<file path="src/sv/tws_pkg.sv">
`default_nettype none
// ----------------------------------------------------------------------------
// tws_pkg
// shared constants, codes and the symbol-to-slot mapping of the trie unit
// ----------------------------------------------------------------------------
package tws_pkg;

  // child slots per node: 26 folded letters, space, hyphen, apostrophe
  localparam int SLOTS = 29;

  localparam int SLOT_W = 5;

  // character codes
  localparam logic [7:0] CH_LOWER_A = 8'h61;
  localparam logic [7:0] CH_LOWER_Z = 8'h7a;
  localparam logic [7:0] CH_UPPER_A = 8'h41;
  localparam logic [7:0] CH_UPPER_Z = 8'h5a;
  localparam logic [7:0] CH_SPACE   = 8'h20;
  localparam logic [7:0] CH_HYPHEN  = 8'h2d;
  localparam logic [7:0] CH_APOS    = 8'd39;

  // slots of the punctuation characters
  localparam logic [SLOT_W-1:0] SLOT_SPACE  = SLOT_W'(SLOTS - 3);
  localparam logic [SLOT_W-1:0] SLOT_HYPHEN = SLOT_W'(SLOTS - 2);
  localparam logic [SLOT_W-1:0] SLOT_APOS   = SLOT_W'(SLOTS - 1);

  // result status codes
  localparam logic [1:0] STATUS_OK     = 2'd0;
  localparam logic [1:0] STATUS_SYMBOL = 2'd1;
  localparam logic [1:0] STATUS_FULL   = 2'd2;

  // why the current word has stopped walking
  typedef enum logic [1:0] {
    FAIL_NONE   = 2'd0,
    FAIL_SYMBOL = 2'd1,
    FAIL_FULL   = 2'd2,
    FAIL_MISS   = 2'd3
  } fail_e;

  typedef struct packed {
    logic              ok;
    logic [SLOT_W-1:0] idx;
  } slot_t;

  // map a raw byte onto a child slot, case folded
  function automatic slot_t slot_of(logic [7:0] c);
    slot_t s;
    s.ok  = 1'b1;
    s.idx = '0;
    priority if (c >= CH_LOWER_A && c <= CH_LOWER_Z) begin
      s.idx = SLOT_W'(c - CH_LOWER_A);
    end else if (c >= CH_UPPER_A && c <= CH_UPPER_Z) begin
      s.idx = SLOT_W'(c - CH_UPPER_A);
    end else if (c == CH_SPACE) begin
      s.idx = SLOT_SPACE;
    end else if (c == CH_HYPHEN) begin
      s.idx = SLOT_HYPHEN;
    end else if (c == CH_APOS) begin
      s.idx = SLOT_APOS;
    end else begin
      s.ok = 1'b0;
    end
    return s;
  endfunction

endpackage
`default_nettype wire

</file>
<file path="src/sv/tws_ctrl.sv">
`default_nettype none
// ----------------------------------------------------------------------------
// tws_ctrl
// per-character sequencer: clearing pass, child lookup, allocation, terminal
// read-modify-write and result generation
// ----------------------------------------------------------------------------
module tws_ctrl #(
  parameter int NODES  = 1024,
  parameter int NODE_W = $clog2(NODES),
  parameter int ADDR_W = $clog2(NODES * tws_pkg::SLOTS)
) (
  input  wire logic              clk_i,
  input  wire logic              rst_ni,
  input  wire logic              start_i,
  output logic                   busy_o,
  input  wire logic              func_i,
  input  wire logic [7:0]        symbol_i,
  input  wire logic              last_i,
  // child store
  output logic                   child_re_o,
  output logic      [ADDR_W-1:0] child_raddr_o,
  input  wire logic [NODE_W-1:0] child_rdata_i,
  output logic                   child_we_o,
  output logic      [ADDR_W-1:0] child_waddr_o,
  output logic      [NODE_W-1:0] child_wdata_o,
  // terminal store
  output logic                   term_re_o,
  output logic      [NODE_W-1:0] term_raddr_o,
  input  wire logic              term_rdata_i,
  output logic                   term_we_o,
  output logic      [NODE_W-1:0] term_waddr_o,
  output logic                   term_wdata_o,
  // results
  output logic                   valid_o,
  output logic                   answer_o,
  output logic      [1:0]        status_o
);

  import tws_pkg::*;

  localparam int UW    = NODE_W + 1;
  localparam int DEPTH = NODES * SLOTS;

  localparam logic [ADDR_W-1:0] SLOTS_A = ADDR_W'(SLOTS);
  localparam logic [ADDR_W-1:0] NODES_A = ADDR_W'(NODES);
  localparam logic [ADDR_W-1:0] LAST_A  = ADDR_W'(DEPTH - 1);
  localparam logic [UW-1:0]     NODES_U = UW'(NODES);

  typedef enum logic [1:0] {
    ST_CLEAR,
    ST_IDLE,
    ST_WALK,
    ST_TERM
  } state_e;

  state_e              state_q, state_d;
  logic [ADDR_W-1:0]   clr_q, clr_d;
  logic [NODE_W-1:0]   cur_q, cur_d;
  logic [UW-1:0]       used_q, used_d;
  fail_e               fail_q, fail_d;
  logic                chg_q, chg_d;
  logic                func_q, func_d;
  logic                last_q, last_d;
  logic [ADDR_W-1:0]   addr_q, addr_d;
  logic                valid_q, valid_d;
  logic                answer_q, answer_d;
  logic [1:0]          status_q, status_d;

  slot_t               slot;
  logic [ADDR_W-1:0]   rd_addr;
  logic                accept;
  fail_e               fail_w;

  assign busy_o = (state_q != ST_IDLE);
  assign accept = start_i && (state_q == ST_IDLE);

  // child entry address of the incoming character
  assign slot    = slot_of(symbol_i);
  assign rd_addr = ADDR_W'(cur_q) * SLOTS_A + ADDR_W'(slot.idx);

  assign child_re_o    = accept;
  assign child_raddr_o = rd_addr;

  // next-state and memory control
  always_comb begin
    state_d       = state_q;
    clr_d         = clr_q;
    cur_d         = cur_q;
    used_d        = used_q;
    fail_d        = fail_q;
    chg_d         = chg_q;
    func_d        = func_q;
    last_d        = last_q;
    addr_d        = addr_q;
    valid_d       = 1'b0;
    answer_d      = 1'b0;
    status_d      = STATUS_OK;
    fail_w        = FAIL_NONE;
    child_we_o    = 1'b0;
    child_waddr_o = addr_q;
    child_wdata_o = used_q[NODE_W-1:0];
    term_we_o     = 1'b0;
    term_waddr_o  = cur_q;
    term_wdata_o  = 1'b0;
    term_re_o     = 1'b0;

    unique case (state_q)
      ST_CLEAR: begin
        // zero one child entry a cycle, terminal bits on the first rows
        child_we_o    = 1'b1;
        child_waddr_o = clr_q;
        child_wdata_o = '0;
        if (clr_q < NODES_A) begin
          term_we_o    = 1'b1;
          term_waddr_o = clr_q[NODE_W-1:0];
        end
        if (clr_q == LAST_A) begin
          state_d = ST_IDLE;
        end else begin
          clr_d = clr_q + ADDR_W'(1);
        end
      end

      ST_IDLE: begin
        if (start_i) begin
          func_d = func_i;
          last_d = last_i;
          if (fail_q != FAIL_NONE) begin
            // word already stopped: only the final beat matters
            if (last_i) begin
              valid_d  = 1'b1;
              status_d = (fail_q == FAIL_SYMBOL) ? STATUS_SYMBOL :
                         (fail_q == FAIL_FULL)   ? STATUS_FULL : STATUS_OK;
              cur_d    = '0;
              fail_d   = FAIL_NONE;
              chg_d    = 1'b0;
            end
          end else if (!slot.ok) begin
            if (last_i) begin
              valid_d  = 1'b1;
              status_d = STATUS_SYMBOL;
              cur_d    = '0;
              fail_d   = FAIL_NONE;
              chg_d    = 1'b0;
            end else begin
              fail_d = FAIL_SYMBOL;
            end
          end else begin
            addr_d  = rd_addr;
            state_d = ST_WALK;
          end
        end
      end

      ST_WALK: begin
        // follow the child, or allocate one on insert
        state_d = ST_IDLE;
        if (child_rdata_i != '0) begin
          cur_d = child_rdata_i;
        end else if (func_q) begin
          if (used_q < NODES_U) begin
            child_we_o = 1'b1;
            cur_d      = used_q[NODE_W-1:0];
            used_d     = used_q + UW'(1);
            chg_d      = 1'b1;
          end else begin
            fail_w = FAIL_FULL;
          end
        end else begin
          fail_w = FAIL_MISS;
        end
        if (last_q) begin
          if (fail_w == FAIL_NONE) begin
            term_re_o = 1'b1;
            state_d   = ST_TERM;
          end else begin
            valid_d  = 1'b1;
            status_d = (fail_w == FAIL_FULL) ? STATUS_FULL : STATUS_OK;
            cur_d    = '0;
            fail_d   = FAIL_NONE;
            chg_d    = 1'b0;
          end
        end else begin
          fail_d = fail_w;
        end
      end

      ST_TERM: begin
        // terminal mark of the final node
        if (func_q) begin
          if (!term_rdata_i) begin
            term_we_o    = 1'b1;
            term_wdata_o = 1'b1;
          end
          answer_d = chg_q | !term_rdata_i;
        end else begin
          answer_d = term_rdata_i;
        end
        valid_d  = 1'b1;
        status_d = STATUS_OK;
        cur_d    = '0;
        fail_d   = FAIL_NONE;
        chg_d    = 1'b0;
        state_d  = ST_IDLE;
      end

      default: begin
        state_d = ST_IDLE;
      end
    endcase
  end

  assign term_raddr_o = cur_d;

  // state and registered outputs
  always_ff @(posedge clk_i or negedge rst_ni) begin
    if (!rst_ni) begin
      state_q  <= ST_CLEAR;
      clr_q    <= '0;
      cur_q    <= '0;
      used_q   <= UW'(1);
      fail_q   <= FAIL_NONE;
      chg_q    <= 1'b0;
      valid_q  <= 1'b0;
    end else begin
      state_q  <= state_d;
      clr_q    <= clr_d;
      cur_q    <= cur_d;
      used_q   <= used_d;
      fail_q   <= fail_d;
      chg_q    <= chg_d;
      valid_q  <= valid_d;
    end
  end

  // beat payload, no reset needed
  always_ff @(posedge clk_i) begin
    func_q   <= func_d;
    last_q   <= last_d;
    addr_q   <= addr_d;
    answer_q <= answer_d;
    status_q <= status_d;
  end

  assign valid_o  = valid_q;
  assign answer_o = answer_q;
  assign status_o = status_q;

endmodule
`default_nettype wire

</file>
<file path="config.mk">
export PLATFORM = sky130hd
export DESIGN_NAME = tws_ctrl
export DESIGN_NICKNAME = d
export VERILOG_FILES = /design/src/sv/tws_pkg.sv /design/src/sv/tws_ctrl.sv
export SDC_FILE = /design/constraint.sdc
export NUM_CORES = 1
export LEC_CHECK = 0
export BUFFER_PORTS_ARGS = -buffer_cell sky130_fd_sc_hd__buf_2
export CAP_MARGIN = 20
export CORE_ASPECT_RATIO = 0.9
export CORE_UTILIZATION = 55
export CTS_CLUSTER_DIAMETER = 150
export DETAILED_ROUTE_END_ITERATION = 10
export GPL_ROUTABILITY_DRIVEN = 0
export GPL_TIMING_DRIVEN = 0
export PLACE_DENSITY = 0.91
export SETUP_SLACK_MARGIN = 0.4
export SLEW_MARGIN = 20
export SYNTH_ARGS = -nofsm -noshare
export SYNTH_HDL_FRONTEND = slang
export SYNTH_SLANG_ARGS = --single-unit
</file>
<file path="constraint.sdc">
create_clock -name clk_i -period 5.9 [get_ports clk_i]
set_input_delay 0.885 -clock clk_i [delete_from_list [all_inputs] [get_ports clk_i]]
set_output_delay 0.885 -clock clk_i [all_outputs]
set_load 0.01 [all_outputs]
</file>
### After elaboration in Yosys (flattened, before gate mapping)

Cells that the tools add are included.

| storage, ports and cells | value |
|---|---|
| bits in registers | 62 |
| output and inout bits | 70 |
| logic and storage cells | 146 |

| cells by class | value |
|---|---|
| $add $sub $neg | 5 |
| multipliers | 1 |
| magnitude comparators | 6 |
| equality and inequality tests | 18 |
| multiplexer cells | 84 |
| bitwise operators | 4 |
| reductions and logical operators | 16 |

Operators by type and width:

| cell | count |
|---|---|
| two-way mux 10 bit | 12 |
| two-way mux 2 bit | 24 |
| two-way mux 1 bit | 34 |
| case mux 10 bit (3 select lines) | 1 |
| two-way mux 5 bit | 5 |
| equality test 8 x 6 -> 1 bit, second input constant | 3 |
| >= comparator 8 x 7 -> 1 bit, second input constant | 2 |
| <= comparator 8 x 7 -> 1 bit, second input constant | 2 |
| adder 15 x 1 -> 15 bit, second input constant | 1 |
| adder 15 x 5 -> 15 bit | 1 |
| equality test 15 bit, second input constant | 1 |
| less-than comparator 15 x 11 -> 1 bit, second input constant | 1 |
| multiplier 10 x 5 -> 15 bit, second input constant | 1 |
| two-way mux 15 bit | 1 |
| AND reduction 4 bit | 3 |
| adder 11 x 1 -> 11 bit, second input constant | 1 |
| less-than comparator 11 bit, second input constant | 1 |
| nonzero test 10 bit | 1 |
| subtractor 5 x 1 -> 5 bit, second input constant | 2 |
| equality test 2 bit, second input constant | 4 |
| != test 2 bit, second input constant | 4 |
| case mux 2 bit (4 select lines) | 1 |
| != test 3 bit, second input constant | 2 |
| case mux 1 bit (3 select lines) | 2 |
| 16 further kinds | 24 |

### Depth between registers and ports, before layout

Gate-level depths: netlist of run 1.

| logic depth | value |
|---|---|
| depth after elaboration | 10 |
| mapped depth | 20 |
| mapped depth without buffers | 19 |

### Worst setup path before layout of run 1

OpenSTA, ideal clock, no wires.

| timing | value |
|---|---|
| path kind | input-to-output |
| from | in symbol_i[0] |
| to | out child_raddr_o[13] |
| arrival | 4.732 ns |
| slack | 0.283 ns |
| cell stages on the path | 20 |
| buffers on the path | 1 |
| cell sequence | inv_1 -> ha_1 -> nor3b_2 -> a21oi_1 -> and3_1 -> buf_6 -> nor2_2 -> a21oi_1 -> ha_1 -> inv_1 -> fa_1 -> fa_1 -> inv_1 -> ha_1 -> o21ai_0 -> nor2_1 -> o21ai_2 -> o211ai_1 -> or4b_1 -> nand3_1 |

| on the way | value |
|---|---|
| cells in the longest elaborated chain, start to end | 7 |
| elaborated cells between the ends (all ways) | 17 |
| classes of those cells | 3 x add/sub; 4 x order compare; 3 x eq/ne; 5 x mux; 2 x reduce/logical |

Ends and longest elaborated chain:

| element | line | text |
|---|---|---|
| start, declared | tws_ctrl.sv:17 | `input wire logic [7:0] symbol_i,` |
| equality test 8 x 6 -> 1 bit | tws_pkg.sv:58 | `end else if (c == CH_APOS) begin` |
| two-way mux 5 bit | tws_pkg.sv:58 |  |
| two-way mux 5 bit | tws_pkg.sv:56 | `end else if (c == CH_HYPHEN) begin` |
| two-way mux 5 bit | tws_pkg.sv:54 | `end else if (c == CH_SPACE) begin` |
| two-way mux 5 bit | tws_pkg.sv:52 | `end else if (c >= CH_UPPER_A && c <= CH_UPPER_Z) begin` |
| two-way mux 5 bit (*) | tws_pkg.sv:50 | `priority if (c >= CH_LOWER_A && c <= CH_LOWER_Z) begin` |
| adder 15 x 5 -> 15 bit (*) | tws_ctrl.sv:79 | `assign rd_addr = ADDR_W'(cur_q) * SLOTS_A + ADDR_W'(slot.idx);` |
| end, declared | tws_ctrl.sv:21 | `output logic [ADDR_W-1:0] child_raddr_o,` |

Mark *: on every way between the ends. The rest lies on a longest branch, timed or not.

### Worst setup path in the final report of run 1

| timing | value |
|---|---|
| from | in symbol_i[1] |
| to | out child_raddr_o[12] |

The elaborated chain is that of the path after synthesis.

==> flow_summary.json, run 1 <==
{
  "setup_viol": 0,
  "layout_commonest_cell": "buf_2",
  "cts_buffers": 9,
  "preCtsSetupSlack_ps": -307,
  "drtIter0Drc": 393,
  "grt.busiest_layer": "met2",
  "detail-route-antenna-nets": 0,
  "drc_errors": 0,
  "fin_area_um2": 6080,
  "placed_cell_area_um2": 5430,
  "layout-drive-gt1-share_pct": 37.9,
  "grt_pass1_wl_mm": 22.8,
  "cts.htree.levels": 3,
  "ys_seq_elements": 62,
  "stdcell_count": 719,
  "place_inst": 675,
  "n_antenna_cell": 0,
  "grt_pass1_vias": 4404,
  "peakVddDrop_v": 0.000201,
  "status": "finished, final reports clean",
  "r2r_slack_ps": 1880,
  "clkTransAtPathRegs_ps": 80,
  "cp-start-kind": "input port",
  "crit_arrival_ps": 4960,
  "ys.warnings.count": 0,
  "syn_to_final_growth_pct": 26.5,
  "hp-class": "flop to flop",
  "totalWireLength_mm": 15.2,
  "die_height_um": 90.7,
  "clk_latency_ps": 370,
  "fin_ws_ps": 54.5,
  "cts_hold_buf": 0,
  "tightestPinTransition_ps": 919,
  "whs_path_depth": 2,
  "ys.flop_type": "dfrtp_1",
  "syn-num-nets": 558,
  "grt_util_met3_pct": 5.57,
  "via_count": 4563,
  "syn_avg_cell_area_um2": 10.3,
  "die_w_um": 101,
  "antenna_found_initial": 0,
  "start_util_pct": 58.2,
  "seq_area_frac_synth_pct": 33.8,
  "finalSetupTns_ps": 0,
  "synthCells": 468,
  "power_leakage_nw": 3.04,
  "end_kind": "primary output",
  "track_usage_pct": 33.0,
  "overflow": 0,
  "viasPerCell": 6.35,
  "cts_root_buf": "clkbuf_8",
  "maxCapViolCount": 0,
  "met1_usage_pct": 42.0,
  "r2r_start": "cur_q[0]$_DFF_PN0_",
  "dr.pass1.iters": 5,
  "cts_max_path_buffers": 2,
  "grt_use_met2_pct": 53.1,
  "p_per_area_nw_per_um2": 387,
  "r2r-end": "addr_q[11]$_DFFE_PP_",
  "yosys.cell_types.count": 69,
  "drv_slew": 0,
  "critPathRequiredTime_ps": 5020,
  "fin_skew_ps": 16.5,
  "cts_sinks": 62,
  "reg2regPathDepth": 16,
  "hold_viol": 0,
  "wl_per_cell_um": 21.2,
  "pin_count": 94,
  "io_buffers": 92,
  "die-area_um2": 9110,
  "cts_tree": "done",
  "whs_ps": 519,
  "hold_end": "chg_q$_DFFE_PN0P_",
  "worstHoldStart": "chg_q$_DFFE_PN0P_",
  "rsz0062_at_grt": "true",
  "coreArea_um2": 8260,
  "slew-limit-headroom_pct": 38.7,
  "fmax_mhz": 171,
  "crit_fanout": 6,
  "crit_type": "input port to primary output",
  "final_cell_mix": "buf_2, nand2_1, dfrtp_1",
  "nets": 689,
  "synth_area_um2": 4800,
  "hpwl_mm": 9.85,
  "async_flop_share_pct": 67.7,
  "grt_start_max_net_pins": 43,
  "rows": 31,
  "period_share_pct": 99.1,
  "synth_edf_count": 17,
  "period_needed_ps": 5850
}
-- metrics by stage --
step / total power, mW / util (%)
6_report: 2.35 / 73.6
2_1_floorplan: 1.33 / -
3_5_place_dp: 1.73 / 65.7
4_1_cts: 2.16 / 70.7
3_3_place_gp: 1.67 / 65.7
5_1_grt: 2.44 / 73.6
-- layer usage --
layer / vias to the layer above / routed length, um
li1: 1934 / -
met1: 2223 / 5960
met2: 317 / 7150
met3: 89 / 1220
met4: 0 / 915
met5: - / 0
-- cell usage after synthesis, drive strengths merged, types with 5 or more instances --
master / number / area share [%]
nor2b: 14 / 1.8
nand2: 47 / 3.7
xor2: 6 / 1.1
inv: 24 / 1.9
a31oi: 5 / 0.78
buf: 9 / 1.1
nor2: 31 / 2.5
and3: 6 / 0.89
ha: 47 / 12
o21ai: 35 / 3.8
nand4: 9 / 1.4
xnor2: 28 / 5.1
fa: 19 / 7.9
a21oi: 26 / 2.8
dfrtp: 41 / 21
edfxtp: 17 / 11
nand3: 15 / 1.6
mux2: 32 / 7.6
-- worst max-delay path, cell delays in order --
cell and delay [ps]:
buf_12 100, inv_6 40, ha_4 150, buf_4 120
nor2_1 150, a21oi_2 90, and3_4 160, buf_6 130
nor2_4 150, a21oi_2 50, ha_1 300, inv_2 60
fa_1 470, fa_1 530, inv_2 50, ha_4 170
buf_6 120, a211oi_4 230, o21ai_2 90, a21oi_2 230
o21bai_1 140, a21oi_2 200, xnor2_2 150, buf_2 170
-- worst max-delay path by stage --
stage / startpoint / endpoint / slack, ps / cells after the start
finish: symbol_i[1] / child_raddr_o[12] / 50 / 24
global route: symbol_i[1] / child_raddr_o[12] / -50 / 22
CTS: symbol_i[0] / child_raddr_o[13] / 150 / 22
detailed placement: symbol_i[0] / child_raddr_o[14] / -310 / 22
global placement: symbol_i[0] / child_raddr_o[14] / -180 / 22
floorplan: symbol_i[0] / child_raddr_o[13] / 400 / 20
-- report_power, final --
group	total [mW]	internal, mW	switching [mW]
clock network	0.381	0.192	0.189
logic	1.34	0.562	0.781
registers	0.627	0.518	0.108
total	2.35	1.27	1.08
-- state kept, by name, indices dropped and copies added (netlist names) --
signal / cells
addr_q: 15
clr_q: 15
used_q: 11
cur_q: 10
fail_q: 2
state_q: 2
status_o: 2
answer_o: 1
chg_q: 1
func_q: 1
last_q: 1
valid_o: 1
-- timing repair --
action | CTS | global route
resized for setup | 36 | 22
setup endpoints to repair | 9 | 11
pin swaps | 19 | 27
setup buffers | 12 | 16
-- cell type report --
type                       count  area, um^2
fill                         491        2180
buffer                        11        62.6
timing repair buffer         120         718
multi-input combinational    371        3240
clock buffer                   9         124
sequential                    62        1620
inverter                      24         103
tap                          115         144
clock inverter                 7        65.1
-- logic make-up after synthesis --
kind of cell               Yosys count  synth area share [%]
DFF                                 62                  33.8
xor gates and xnor gates            34                  6.20
buffers and inverters               35                  3.18
muxes                               33                  7.79
AOI/OAI and AO/OA                   90                  12.2
and+or+nand+nor                    148                  16.7
adders and majority gates           66                  20.2
(Power assumes the default switching activity.)
==> run 2, diff against run 1 <==
Settings changed: CORE_MARGIN set to 2, HOLD_SLACK_MARGIN set to 0.15.
Clock period 5.9 ns to 7.3 ns, I/O delays scaled along.
==> flow_summary.json, run 2 (synthesis results as in run 1) <==
{
  "status": "finished, final reports clean",
  "cts_setup_buffers": 0,
  "layout-drive-gt1-share_pct": 29.9,
  "wl_per_cell_um": 19.0,
  "crit_type": "input port to primary output",
  "antenna_found_initial": 0,
  "preCtsSetupSlack_ps": 610,
  "n_antenna_cell": 0,
  "power_leakage_nw": 2.87,
  "cts.htree.levels": 3,
  "grt_start_max_net_pins": 43,
  "grt_use_met2_pct": 46.7,
  "fmax_mhz": 148,
  "p_per_area_nw_per_um2": 318,
  "clkTransAtPathRegs_ps": 70,
  "whs_ps": 530,
  "hpwl_mm": 9.72,
  "hold_viol": 0,
  "overflow": 0,
  "cts_hold_buf": 0,
  "via_count": 4216,
  "coreArea_um2": 8530,
  "cp-start-kind": "input port",
  "hp-class": "flop to flop",
  "cts_max_path_buffers": 2,
  "slew-limit-headroom_pct": 36.6,
  "cts_tree": "done",
  "totalWireLength_mm": 13.2,
  "syn_to_final_growth_pct": 18.4,
  "peakVddDrop_v": 0.000147,
  "detail-route-antenna-nets": 0,
  "fin_skew_ps": 15.7,
  "grt_pass1_wl_mm": 20.5,
  "period_needed_ps": 6770,
  "drv_slew": 0,
  "finalPower_mw": 1.81,
  "period_share_pct": 92.8,
  "grt_util_met3_pct": 5.51,
  "end_kind": "primary output",
  "cts_sinks": 62,
  "tightestPinTransition_ps": 951,
  "rows": 32,
  "dr.pass1.iters": 5,
  "cts_root_buf": "clkbuf_8",
  "nets": 661,
  "crit_fanout": 6,
  "final_cell_mix": "buf_2, nand2_1, ha_1",
  "die_w_um": 103,
  "crit_arrival_ps": 5680,
  "fin_ws_ps": 528,
  "critPathRequiredTime_ps": 6200,
  "pin_count": 94,
  "drtIter0Drc": 361,
  "die_height_um": 92.7,
  "grt_pass1_vias": 4088,
  "maxCapViolCount": 0,
  "start_util_pct": 56.3,
  "rsz0062_at_grt": "true",
  "io_buffers": 92,
  "track_usage_pct": 28.4,
  "setup_viol": 0,
  "finalSetupTns_ps": 0,
  "viasPerCell": 6.07,
  "cts_buffers": 9,
  "die-area_um2": 9500,
  "grt.busiest_layer": "met2",
  "layout_commonest_cell": "buf_2",
  "clk_latency_ps": 360,
  "drc_errors": 0,
  "post_cts_resized": 0,
  "met1_usage_pct": 36.2,
  "reg.largest.list": "addr_q x15, clr_q x15, used_q x11"
}
run 2: cell count changes in the layout (fill, tap and decap cells not counted), moves of 3 or more:
cell,before,now
buf_4,25,0
ha_1,40,47
ha_4,6,0
a21oi_1,19,24
a21oi_2,7,2
buf_6,6,2
inv_1,20,24
xnor2_1,24,28
buf_2,94,97
xnor2_2,3,0
run 2: per-stage QoR:
stage | util, % | std cells | cell area (um^2)
after floorplan | - | 468 | 4800
after global placement | 63.5 | 679 | 5410
after detailed placement | 63.5 | 679 | 5420
after CTS | 66.6 | 695 | 5680
after global routing | 66.7 | 695 | 5690
final | 66.7 | 695 | 5690
run 2: layer usage:
layer | part of all wire (%) | vias to the layer above
li1 | - | 1868
met1 | 39 | 2026
met2 | 49 | 264
met3 | 7.6 | 58
met4 | 4.1 | 0
met5 | 0 | -
run 2: power by group:
group	internal (mW)	switching (mW)	total [mW]
combinational	0.368	0.549	0.918
sequential	0.419	0.0814	0.500
clock	0.243	0.150	0.392
run 2: worst paths after layout:
check | start | endpoint | slack [ps] | depth (start not counted)
max | symbol_i[0] | child_raddr_o[13] | 530 | 22
max reg2reg | cur_q[0]$_DFF_PN0_ | addr_q[14]$_DFFE_PP_ | 3240 | 12
min in group asynchronous | rst_ni | clr_q[9]$_DFFE_PN0P_ | 890 | 1
min | used_q[5]$_DFFE_PN0P_ | used_q[5]$_DFFE_PN0P_ | 530 | 1
min reg2reg | used_q[5]$_DFFE_PN0P_ | used_q[5]$_DFFE_PN0P_ | 530 | 1
max in group asynchronous | rst_ni | cur_q[0]$_DFF_PN0_ | 5820 | 1
run 2: layout make-up:
type | count | area, um^2
buffer | 11 | 62.6
inverter | 24 | 90.1
timing repair buffer | 92 | 460
fill | 595 | 2840
tap | 119 | 149
clock buffer | 12 | 188
sequential | 62 | 1620
clock inverter | 4 | 72.6
multi-input combinational | 371 | 3040
run 2: critical path, cell delays in order:
cell	delay (ps)
buf_2	140
inv_1	120
ha_1	220
nor3b_4	240
a21oi_1	110
and3_1	200
buf_6	130
nor2_2	150
a21oi_1	80
ha_1	290
inv_1	50
fa_1	470
fa_1	550
inv_1	40
ha_1	350
o21ai_0	200
nor2_1	110
o21ai_2	190
o211ai_1	180
or4b_1	490
nand3_1	120
buf_2	150
